## config.mk

```make
export PLATFORM = sky130hd
export DESIGN_NAME = heap_sort_engine_core_flat
export DESIGN_NICKNAME = d
export VERILOG_FILES = /design/src/rtl/hse_pkg.sv /design/src/rtl/hse_stream_if.sv /design/src/rtl/heap_sort_engine_core.sv /design/src/flat_wrapper.sv
export SDC_FILE = /design/constraint.sdc
export NUM_CORES = 2
export LEC_CHECK = 0
export ABC_AREA = 1
export BUFFER_PORTS_ARGS = -buffer_cell sky130_fd_sc_hd__buf_2
export CAP_MARGIN = 20
export CORE_AREA = 2 2 571 573
export DETAILED_ROUTE_END_ITERATION = 10
export DIE_AREA = 0 0 573 575
export PLACE_DENSITY = 0.46
export SYNTH_ARGS = -nofsm -noshare
export SYNTH_HDL_FRONTEND = slang
export SYNTH_SLANG_ARGS = --single-unit
```

## constraint.sdc

```tcl
create_clock -name clk -period 14.5 [get_ports clk]
set_clock_uncertainty 0.1 [all_clocks]
set_input_delay 1.45 -clock clk [delete_from_list [all_inputs] [get_ports clk]]
set_output_delay 1.45 -clock clk [all_outputs]
set_load 0.01 [all_outputs]
```

## src/rtl/hse_pkg.sv

```systemverilog
// ----------------------------------------------------------------------------
// Heap sort engine package
// Field widths and payload types shared by the stream interfaces and the core.
// ----------------------------------------------------------------------------
`default_nettype none

package hse_pkg;

	// Width of the key fields carried on both streams.
	localparam int FIELD_W = 32;

	typedef logic [FIELD_W-1:0] key_field_t;

endpackage : hse_pkg

`default_nettype wire

```

## src/rtl/hse_stream_if.sv

```systemverilog
// ----------------------------------------------------------------------------
// Heap sort engine stream interfaces
// Valid/ready channels for incoming keys and for sorted results.
// ----------------------------------------------------------------------------
`default_nettype none

// Incoming keys, one per transaction, with a flag on the last key of a run.
interface hse_key_if;
	logic                valid;
	logic                ready;
	hse_pkg::key_field_t key;
	logic                final_key;

	modport source (output valid, output key, output final_key, input ready);
	modport sink   (input valid, input key, input final_key, output ready);
endinterface : hse_key_if

// Sorted keys, ascending, with a flag on the last key of a run.
interface hse_sorted_if;
	logic                valid;
	logic                ready;
	hse_pkg::key_field_t sorted_key;
	logic                final_out;

	modport source (output valid, output sorted_key, output final_out, input ready);
	modport sink   (input valid, input sorted_key, input final_out, output ready);
endinterface : hse_sorted_if

`default_nettype wire

```

## src/rtl/heap_sort_engine_core.sv

```systemverilog
// Loading: a key is inserted into the heap as it arrives, climbing one level per parent read
// and compare; no new key is taken until the insert ends, as ready is high only in idle.
// Sorting: each extraction reads the root and the last key and swaps the root to the end, then
// reads both children and compares at each level, with a final check when the key ends in a leaf.
// Output: one sorted key per cycle while the sink is ready, each read from memory and then registered.
// Reset clears the control state and key count; the key memory is not cleared.
// ----------------------------------------------------------------------------
// Heap sort engine core
// Collects a run of keys into a max-heap held in one memory, heap-sorts it in
// place on the last key, and streams the keys out in ascending order.
// ----------------------------------------------------------------------------
`default_nettype none

module heap_sort_engine_core #(
	parameter int MAX_ITEMS = 64,
	parameter int KEY_BITS  = 32
) (
	input  wire                 clk,
	input  wire                 arst_n,
	hse_key_if.sink             keys,
	hse_sorted_if.source        sorted
);

	localparam int AW = (MAX_ITEMS > 1) ? $clog2(MAX_ITEMS) : 1;
	localparam int CW = $clog2(MAX_ITEMS + 1);

	typedef logic [AW-1:0]       addr_t;
	typedef logic [CW-1:0]       count_t;
	typedef logic [KEY_BITS-1:0] key_t;

	typedef enum logic [9:0] {
		ST_IDLE     = 10'b00_0000_0001,
		ST_UP_RD    = 10'b00_0000_0010,
		ST_UP_CMP   = 10'b00_0000_0100,
		ST_DN_ROOT  = 10'b00_0000_1000,
		ST_DN_LAST  = 10'b00_0001_0000,
		ST_DN_PLACE = 10'b00_0010_0000,
		ST_DN_RDL   = 10'b00_0100_0000,
		ST_DN_RDR   = 10'b00_1000_0000,
		ST_DN_CMP   = 10'b01_0000_0000,
		ST_OUT      = 10'b10_0000_0000
	} state_t;

	// Control registers.
	state_t state_q, state_d;
	count_t count_q, count_d;
	count_t out_idx_q, out_idx_d;
	addr_t  pos_q, pos_d;
	addr_t  end_q, end_d;
	logic   fin_q, fin_d;
	logic   has_r_q, has_r_d;
	logic   pend_q, pend_d;
	logic   out_valid_q, out_valid_d;

	// Payload registers.
	key_t                cur_q, cur_d;
	key_t                top_q, top_d;
	key_t                lval_q, lval_d;
	logic                pend_last_q, pend_last_d;
	hse_pkg::key_field_t out_key_q, out_key_d;
	logic                out_last_q, out_last_d;

	// Key memory with a registered read port.
	key_t  key_mem [MAX_ITEMS];
	key_t  rd_data_q;
	logic  wr_en, rd_en;
	addr_t wr_addr, rd_addr;
	key_t  wr_data;

	// Heap index arithmetic around the current position.
	logic [AW:0]   left_w;
	logic [AW+1:0] right_w;
	addr_t         parent;
	logic          left_ok, right_ok;
	logic          pick_right;
	key_t          big_val;
	addr_t         big_pos;

	// Sequencing helpers.
	logic go_sort, go_out, out_move, out_issue;

	assign left_w   = {pos_q, 1'b1};
	assign right_w  = {1'b0, left_w} + (AW+2)'(1);
	assign parent   = addr_t'((pos_q - addr_t'(1)) >> 1);
	assign left_ok  = left_w < {1'b0, end_q};
	assign right_ok = right_w < {2'b00, end_q};

	// The left child wins a tie, as the larger child is chosen.
	assign pick_right = has_r_q && (rd_data_q > lval_q);
	assign big_val    = pick_right ? rd_data_q : lval_q;
	assign big_pos    = pick_right ? right_w[AW-1:0] : left_w[AW-1:0];

	assign out_move = pend_q && (!out_valid_q || sorted.ready);

	assign keys.ready        = (state_q == ST_IDLE);
	assign sorted.valid      = out_valid_q;
	assign sorted.sorted_key = out_key_q;
	assign sorted.final_out  = out_last_q;

	// Next-state and memory access logic.
	always_comb begin
		state_d     = state_q;
		count_d     = count_q;
		out_idx_d   = out_idx_q;
		pos_d       = pos_q;
		end_d       = end_q;
		fin_d       = fin_q;
		has_r_d     = has_r_q;
		pend_d      = pend_q;
		out_valid_d = out_valid_q;
		cur_d       = cur_q;
		top_d       = top_q;
		lval_d      = lval_q;
		pend_last_d = pend_last_q;
		out_key_d   = out_key_q;
		out_last_d  = out_last_q;
		wr_en       = 1'b0;
		wr_addr     = pos_q;
		wr_data     = cur_q;
		rd_en       = 1'b0;
		rd_addr     = '0;
		go_sort     = 1'b0;
		go_out      = 1'b0;
		out_issue   = 1'b0;

		case (state_q)
			ST_IDLE: begin
				if (keys.valid) begin
					if (count_q < count_t'(MAX_ITEMS)) begin
						cur_d   = key_t'(keys.key);
						pos_d   = addr_t'(count_q);
						count_d = count_q + count_t'(1);
						fin_d   = keys.final_key;
						state_d = ST_UP_RD;
					end else if (keys.final_key) begin
						// Buffer full: the key is dropped but the run still ends.
						go_sort = 1'b1;
					end
				end
			end
			ST_UP_RD: begin
				if (pos_q == '0) begin
					wr_en = 1'b1;
					if (fin_q) begin
						go_sort = 1'b1;
					end else begin
						state_d = ST_IDLE;
					end
				end else begin
					rd_en   = 1'b1;
					rd_addr = parent;
					state_d = ST_UP_CMP;
				end
			end
			ST_UP_CMP: begin
				wr_en = 1'b1;
				if (cur_q > rd_data_q) begin
					// Pull the parent down into the hole and climb.
					wr_data = rd_data_q;
					pos_d   = parent;
					state_d = ST_UP_RD;
				end else if (fin_q) begin
					go_sort = 1'b1;
				end else begin
					state_d = ST_IDLE;
				end
			end
			ST_DN_ROOT: begin
				rd_en   = 1'b1;
				rd_addr = '0;
				state_d = ST_DN_LAST;
			end
			ST_DN_LAST: begin
				top_d   = rd_data_q;
				rd_en   = 1'b1;
				rd_addr = end_q;
				state_d = ST_DN_PLACE;
			end
			ST_DN_PLACE: begin
				// The root goes to the end; the last key sifts down from the root.
				cur_d   = rd_data_q;
				wr_en   = 1'b1;
				wr_addr = end_q;
				wr_data = top_q;
				pos_d   = '0;
				state_d = ST_DN_RDL;
			end
			ST_DN_RDL: begin
				if (left_ok) begin
					rd_en   = 1'b1;
					rd_addr = left_w[AW-1:0];
					state_d = ST_DN_RDR;
				end else begin
					wr_en = 1'b1;
					if (end_q == addr_t'(1)) begin
						go_out = 1'b1;
					end else begin
						end_d   = end_q - addr_t'(1);
						state_d = ST_DN_ROOT;
					end
				end
			end
			ST_DN_RDR: begin
				lval_d  = rd_data_q;
				has_r_d = right_ok;
				if (right_ok) begin
					rd_en   = 1'b1;
					rd_addr = right_w[AW-1:0];
				end
				state_d = ST_DN_CMP;
			end
			ST_DN_CMP: begin
				wr_en = 1'b1;
				if (cur_q < big_val) begin
					// Lift the larger child into the hole and descend.
					wr_data = big_val;
					pos_d   = big_pos;
					state_d = ST_DN_RDL;
				end else if (end_q == addr_t'(1)) begin
					go_out = 1'b1;
				end else begin
					end_d   = end_q - addr_t'(1);
					state_d = ST_DN_ROOT;
				end
			end
			ST_OUT: begin
				out_issue = (!pend_q || out_move) && (out_idx_q < count_q);
				if (out_issue) begin
					rd_en       = 1'b1;
					rd_addr     = out_idx_q[AW-1:0];
					pend_last_d = (out_idx_q + count_t'(1)) == count_q;
					out_idx_d   = out_idx_q + count_t'(1);
					pend_d      = 1'b1;
				end else if (out_move) begin
					pend_d = 1'b0;
				end
				if ((out_idx_q == count_q) && (!pend_q || out_move)) begin
					count_d = '0;
					state_d = ST_IDLE;
				end
			end
			default: begin
				state_d = ST_IDLE;
			end
		endcase

		// Start of the sort, or straight to output for a single key or none.
		if (go_sort) begin
			if (count_q <= count_t'(1)) begin
				go_out = 1'b1;
			end else begin
				end_d   = addr_t'(count_q - count_t'(1));
				state_d = ST_DN_ROOT;
			end
		end
		if (go_out) begin
			out_idx_d = '0;
			pend_d    = 1'b0;
			state_d   = ST_OUT;
		end

		// Output register, loaded from the fetched key when free or being taken.
		if (out_move) begin
			out_valid_d = 1'b1;
			out_key_d   = hse_pkg::key_field_t'(rd_data_q);
			out_last_d  = pend_last_q;
		end else if (out_valid_q && sorted.ready) begin
			out_valid_d = 1'b0;
		end
	end

	// Control state.
	always_ff @(posedge clk or negedge arst_n) begin
		if (!arst_n) begin
			state_q     <= ST_IDLE;
			count_q     <= '0;
			out_idx_q   <= '0;
			pos_q       <= '0;
			end_q       <= '0;
			fin_q       <= 1'b0;
			has_r_q     <= 1'b0;
			pend_q      <= 1'b0;
			out_valid_q <= 1'b0;
		end else begin
			state_q     <= state_d;
			count_q     <= count_d;
			out_idx_q   <= out_idx_d;
			pos_q       <= pos_d;
			end_q       <= end_d;
			fin_q       <= fin_d;
			has_r_q     <= has_r_d;
			pend_q      <= pend_d;
			out_valid_q <= out_valid_d;
		end
	end

	// Payload registers.
	always_ff @(posedge clk) begin
		cur_q       <= cur_d;
		top_q       <= top_d;
		lval_q      <= lval_d;
		pend_last_q <= pend_last_d;
		out_key_q   <= out_key_d;
		out_last_q  <= out_last_d;
	end

	// Key memory: one write port, one registered read port.
	always_ff @(posedge clk) begin
		if (wr_en) begin
			key_mem[wr_addr] <= wr_data;
		end
		if (rd_en) begin
			rd_data_q <= key_mem[rd_addr];
		end
	end

endmodule : heap_sort_engine_core

`default_nettype wire

```

## src/flat_wrapper.sv

```systemverilog
// flat-port wrapper written by rule: the top's interface ports become plain ports
module heap_sort_engine_core_flat 
#(
	parameter int MAX_ITEMS = 64,
	parameter int KEY_BITS  = 32
)
  (clk, arst_n, keys_valid, keys_key, keys_final_key, keys_ready, sorted_valid, sorted_sorted_key, sorted_final_out, sorted_ready);
  hse_key_if keys_i ();
  hse_sorted_if sorted_i ();
  input  wire clk;
  input  wire arst_n;
  input wire logic [$bits(keys_i.valid)-1:0] keys_valid;
  input wire logic [$bits(keys_i.key)-1:0] keys_key;
  input wire logic [$bits(keys_i.final_key)-1:0] keys_final_key;
  output wire logic [$bits(keys_i.ready)-1:0] keys_ready;
  output wire logic [$bits(sorted_i.valid)-1:0] sorted_valid;
  output wire logic [$bits(sorted_i.sorted_key)-1:0] sorted_sorted_key;
  output wire logic [$bits(sorted_i.final_out)-1:0] sorted_final_out;
  input wire logic [$bits(sorted_i.ready)-1:0] sorted_ready;
  assign keys_i.valid = keys_valid;
  assign keys_i.key = keys_key;
  assign keys_i.final_key = keys_final_key;
  assign keys_ready = keys_i.ready;
  assign sorted_valid = sorted_i.valid;
  assign sorted_sorted_key = sorted_i.sorted_key;
  assign sorted_final_out = sorted_i.final_out;
  assign sorted_i.ready = sorted_ready;
  heap_sort_engine_core #(.MAX_ITEMS(MAX_ITEMS), .KEY_BITS(KEY_BITS)) u_core (.clk(clk), .arst_n(arst_n), .keys(keys_i), .sorted(sorted_i));
endmodule
```

After elaboration in Yosys (flattened, before gate mapping). Memories as Yosys holds them, arrays and structs flattened. A register that Yosys moved wholly into a read port is not among the register bits. Index checks and enable logic that the tools add are counted.

Register bits after elaboration: 170. Latch bits: 0. Memory bits (writable): 2048. ROM bits: 0. Input port bits: 37. Output and inout bits: 35. Word-level logic and storage cells: 148. Memories kept: 1.

Memory list: u_core.key_mem (words 64, width 32, rd ports 1, clocked after memory_dff 1, write ports 1, RTL line heap_sort_engine_core.sv:64) `key_t key_mem [MAX_ITEMS];`.

$add $sub $neg: 6. $mul: 0. Div/mod/pow operators: 0. Order comparisons: 8. Equal/unequal tests: 18. Shift operators: 0. Mux-type cells: 74. Bitwise logic cells: 0. Reductions and logical operators: 26.

Operators by type and width (count): $mux W32 (5); $mux W10 (12); $pmux W10 S10 (1); $pmux W32 S3 (1); $mux W6 (14); $gt A32 B32 Y1 (2); $pmux W32 S2 (1); $mux W7 (6); $lt A32 B32 Y1 (1); $pmux W6 S5 (1); $mux W1 (25); $pmux W6 S4 (1); $sub A6 B1 Y6 const B (3); $add A7 B1 Y7 const B (2); $eq A7 B7 Y1 (2); $pmux W7 S2 (1); $pmux W6 S2 (1); $eq A10 B1 Y1 const B (1); $eq A10 B10 Y1 const B (1); $eq A10 B2 Y1 const B (1); $eq A10 B3 Y1 const B (1); $eq A10 B4 Y1 const B (1); $eq A10 B5 Y1 const B (1); $eq A10 B6 Y1 const B (1); 29 further kinds (46).

Depth between registers and ports, before layout.
Word-level depth: 10. Depth in mapped cells: 33. Gate-level depth less buffers: 32.

Worst setup path before layout. Ideal clock, no wire load.

Kind: register -> register. Start: reg u_core.rd_data_q[23], read port of u_core.key_mem. End: mem u_core.key_mem[0][23] (netlist bit), data pin. Library setup time: 0.564 ns. Data arrival time: 5.212 ns. Required time: 13.836 ns. Setup slack: 8.624 ns. Stages on the path, launching flop included: 25. Path buffers: 3. Period minus slack after synthesis: 5.876 ns. Cell sequence: edfxtp_1 -> ha_1 -> nand2_1 -> nor2_1 -> nand4_1 -> nor2_1 -> nand3b_1 -> nand2_1 -> inv_1 -> nand2_1 -> clkbuf_1 -> nand2_1 -> o21ai_0 -> ha_1 -> a21oi_1 -> nor2_1 -> a211oi_1 -> o221ai_1 -> a21oi_1 -> nand2_1 -> buf_2 -> buf_2 -> nand2_1 -> nand3_1 -> a22oi_1.

Cells in the longest elaborated chain, start to end: 6. Elaborated cells between the ends (all ways): 8. Those cells by class: 3 x order compare; 4 x mux; 1 x reduce/logical.

Ends and longest elaborated chain: start: declaration (RTL line heap_sort_engine_core.sv:65) `key_t rd_data_q;`; $gt A32 B32 Y1 (RTL line heap_sort_engine_core.sv:89) `assign pick_right = has_r_q && (rd_data_q > lval_q);`; $logic_and A1 B1 Y1 (RTL line heap_sort_engine_core.sv:89); $mux W32 (RTL line heap_sort_engine_core.sv:90) `assign big_val = pick_right ? rd_data_q : lval_q;`; $lt A32 B32 Y1 (RTL line heap_sort_engine_core.sv:214) `if (cur_q < big_val) begin`; $mux W32 (RTL line heap_sort_engine_core.sv:214); $pmux W32 S3 * (RTL line heap_sort_engine_core.sv:126) `case (state_q)`; net u_core.wr_data[23] (RTL line heap_sort_engine_core.sv:68) `key_t wr_data;`; end: declaration (RTL line heap_sort_engine_core.sv:64).

The timed path passes the listed nets; every way through them passes the cells marked *.

Worst setup path after layout.
Start: reg u_core.pos_q[0]. End: reg u_core.rd_data_q[15], read port of u_core.key_mem, data pin.

Cells in the longest elaborated chain, start to end: 4. Elaborated cells between the ends (all ways): 13. Those cells by class: 2 x add/sub; 2 x order compare; 8 x mux; 1 x reduce/logical.

Ends and longest elaborated chain: start: declaration (RTL line heap_sort_engine_core.sv:48) `addr_t pos_q, pos_d;`; start signal: assignment (RTL line heap_sort_engine_core.sv:288) `pos_q <= pos_d;`; $add A7 B1 Y8 (RTL line heap_sort_engine_core.sv:83) `assign right_w = {1'b0, left_w} + (AW+2)'(1);`; $lt A8 B6 Y1 (RTL line heap_sort_engine_core.sv:86) `assign right_ok = right_w < {2'b00, end_q};`; $mux W6 / $mux W1 (equally long branches) (RTL line heap_sort_engine_core.sv:206) `if (right_ok) begin`; $pmux W6 S5 / $pmux W1 S5 (equally long branches) (RTL line heap_sort_engine_core.sv:126).

Parallel ways exist; a longest one is shown, timed or not. A chain may end at the register's enable or synchronous reset.

==> results_dict.tcl <==
set metrics [dict create \
    cp.required_ns 15.13 \
    irDropWorstVdd_mv 0.144 \
    h-tree-depth 5 \
    drt_iter0_drc 7042 \
    pre_cts_ws_ns 7.22 \
    ant_nets 0 \
    met1_length_um 154000 \
    area_growth_pct 14.6 \
    die_area_um2 329000 \
    synth.avg_cell_area_um2 13.0 \
    slew_headroom_pct 20.6 \
    hpwl_um 179000 \
    power_density_nw_per_um2 155 \
    cts_buffers 274 \
    worstPathMaxFanout 116 \
    cap_violations 0 \
    clockBufferDepth 4 \
    worst_pin_slew_ns 1.19 \
    clock_sinks 2250 \
    hp-class "reg2reg" \
    initial_utilization_pct 29.9 \
    dp.cells 11500 \
    route.top_layer_used "met4" \
    leakagePower_nw 35.8 \
    drive_gt1_share_pct 17.4 \
    io_buffers 71 \
    wl_met2_um 154000 \
    drt_pass1_iterations 6 \
    most-common-layout-cells "2210 x edfxtp_1, 1084 x nand3_1, 855 x o211ai_1" \
    endpoint_kind "flip-flop" \
    final_common_cell "edfxtp_1" \
    drc_errors 0 \
    yosysWarnings 0 \
    track_usage_pct 20.0 \
    drt-wirelength-per-cell_um 28.4 \
    hold_viol 0 \
    cp.arrival_ns 7.76 \
    die_y_um 575 \
    syn_inst 7414 \
    netlist_area_um2 96500 \
    seqCellArea_um2 67400 \
    cts-root-buf "clkbuf_16" \
    postLayoutSetupSlackWorst_ns 7.38 \
    viasPerCell 5.30 \
    gr-total-overflow 0 \
    cts_tree "built" \
    core_um2 323000 \
    fin_crit_sh_pct 49.1 \
    gp_congestion 0.860 \
    timing.setup.tns_ns 0 \
    synth.yosys.seq_area_share_pct 69.8 \
    final_core_util_pct 34.2 \
    post_cts_buffers 0 \
    hold_buffers 0 \
    layoutNonFillerInstCount 12000 \
    vias 63500 \
    final_nets 7630 \
    row_count 209 \
    multi_input_comb_area_um2 26500 \
    path_clk_slew_ns 0.06 \
    synth_seq_cells 2250 \
    grt_pass1_vias 60900 \
    rsz0062_at_grt "false" \
    final-setup-viol-count 0 \
    period_needed_ns 7.12 \
    crit_type "reg2reg" \
    drt-total-wl_um 340000 \
    drv_slew 0 \
    whs_ns 0.344 \
    max_freq_ghz 0.140 \
    grt_antenna_before_repair 15 \
    postCtsResizedCells 0 \
    grt_pass1_wl_um 476000 \
    nFillCells 31700 \
    clk-insertion-delay-late_ns 0.93 \
    pin_count 72 \
    synth_fp_nets 7572 \
    grt_max_degree 179 \
    worstSetupStartpointType "flip-flop" \
    synthDistinctLibCells 58 \
    status "finished clean" \
    route.met3.wl_um 23400 \
    die_w_um 573 \
]
==> path summary, 6_finish.rpt <==
path                                    startpoint                      end  slack [ns]  depth (start not counted)
worst max-delay path               u_core.pos_q[0]     u_core.rd_data_q[15]        7.38                         23
worst min-delay path            u_core.pend_last_q  u_core.sorted.final_out        0.34                          0
worst max register to register     u_core.pos_q[0]     u_core.rd_data_q[15]        7.38                         23
worst min register to register  u_core.pend_last_q  u_core.sorted.final_out        0.34                          0
max in group asynchronous                   arst_n        u_core.state_q[0]       13.27                          2
min in group asynchronous                   arst_n        u_core.count_q[4]        0.42                          1
==> state kept, by name, summed over array words and instances, names as in the netlist <==
| register | flops |
|---|---|
| u_core.count_q | 7 |
| u_core.cur_q | 32 |
| u_core.end_q | 6 |
| u_core.fin_q | 1 |
| u_core.has_r_q | 1 |
| u_core.key_mem | 2048 |
| u_core.lval_q | 32 |
| u_core.out_idx_q | 7 |
| u_core.pend_last_q | 1 |
| u_core.pend_q | 1 |
| u_core.pos_q | 6 |
| u_core.rd_data_q | 32 |
| u_core.sorted.final_out | 1 |
| u_core.sorted.sorted_key | 32 |
| u_core.sorted.valid | 1 |
| u_core.state_q | 10 |
| u_core.top_q | 32 |
==> critical path, cell delays in order, from the launching register on <==
cell      delay, ns
dfrtp_1        0.62
clkinv_1       0.50
ha_1           0.36
inv_1          0.06
nand2_1        0.05
nand2_1        0.05
nand2_1        0.05
nand2_1        0.05
nand2_1        0.04
a21boi_0       0.23
nor3_1         0.14
nand2_1        0.28
nand2_8        0.23
inv_8          0.45
buf_4          0.70
buf_4          0.56
buf_4          0.56
or2_2          0.20
o211ai_1       0.08
nand3_1        0.12
nand3_1        0.08
nand3_1        0.44
nand3_1        0.47
nand2_1        0.32
==> layout make-up <==
type	instances	area share (%)
inverters	279	0.974
clock inverters	108	0.819
diodes	12	0.0272
well taps	4325	4.89
clock buffers	355	6.59
flip-flops and latches	2250	60.9
repair buffers	272	1.85
multi-input cells	4395	23.9
==> synth_stat cells, drive strengths merged <==
| master | number | area [um2] |
|---|---|---|
| xor2 | 16 | 140 |
| a211oi | 6 | 45.0 |
| a2111oi | 2 | 36.3 |
| o211ai | 897 | 6940 |
| clkinv | 9 | 33.8 |
| nand3b | 4 | 30.0 |
| xnor2 | 3 | 26.3 |
| nor3b | 3 | 22.5 |
| and3 | 2 | 12.5 |
| o21a | 2 | 15.0 |
| nand2 | 709 | 2680 |
| buf | 257 | 1540 |
| a221oi | 3 | 45.0 |
| o31ai | 1 | 7.51 |
| o41ai | 1 | 8.76 |
| nor3 | 29 | 176 |
| o21ai | 210 | 1050 |
| o221ai | 6 | 52.6 |
| inv | 270 | 1010 |
| ha | 121 | 1510 |
| nand3 | 1084 | 5430 |
| o21bai | 34 | 255 |
| mux2i | 1 | 10.0 |
| dfstp | 1 | 26.3 |
| a21boi | 1 | 7.51 |
| a21oi | 113 | 566 |
| and2 | 1 | 6.26 |
| dfrtp | 39 | 976 |
| edfxtp | 2210 | 66400 |
| o2111ai | 1 | 8.76 |
| o22ai | 16 | 100 |
| or2 | 784 | 4900 |
| a22oi | 38 | 285 |
| a32oi | 1 | 8.76 |
| clkbuf | 233 | 878 |
| a31oi | 3 | 18.8 |
| nor4 | 10 | 62.6 |
| nor2 | 272 | 1060 |
| a21o | 2 | 15.0 |
| nand4 | 18 | 119 |
| o211a | 1 | 10.0 |
==> power by group <==
| part | switching, W | leakage, nW | internal [W] |
|---|---|---|---|
| registers | 0.000118 | 20.4 | 0.00789 |
| clock network | 0.00264 | 3.99 | 0.00379 |
| logic | 0.00216 | 11.5 | 0.000519 |
| total | 0.00493 | 35.8 | 0.0122 |
==> routing by layer <==
metal | track usage, % | up-vias
met5 | 0 | -
met4 | 5.15 | 0
met3 | 3.54 | 375
met2 | 31.3 | 2367
met1 | 28.6 | 33000
li1 | - | 27800
==> metrics by stage <==
stage | cell area (um2) | power, W
final | 111000 | 0.0171
after global routing | 111000 | 0.0177
after CTS | 111000 | 0.0172
after detailed placement | 102000 | 0.0108
after global placement | 102000 | 0.0108
after floorplan | 96500 | 0.00946
==> kinds of logic (layout without fill, tap and decap cells) <==
logic type	after synthesis	in the layout	synth area share [%]
and+or+nand+nor	2916	2916	15.0
DFF	2250	2250	69.8
AOI/OAI and AO/OA	1338	1338	9.82
buffers and inverters	769	1014	3.59
adders and majority gates	121	121	1.57
xor gates and xnor gates	19	19	0.172
muxes	1	1	0.0104
other	0	12	0
Note: power is estimated with default switching activity, not from simulation.
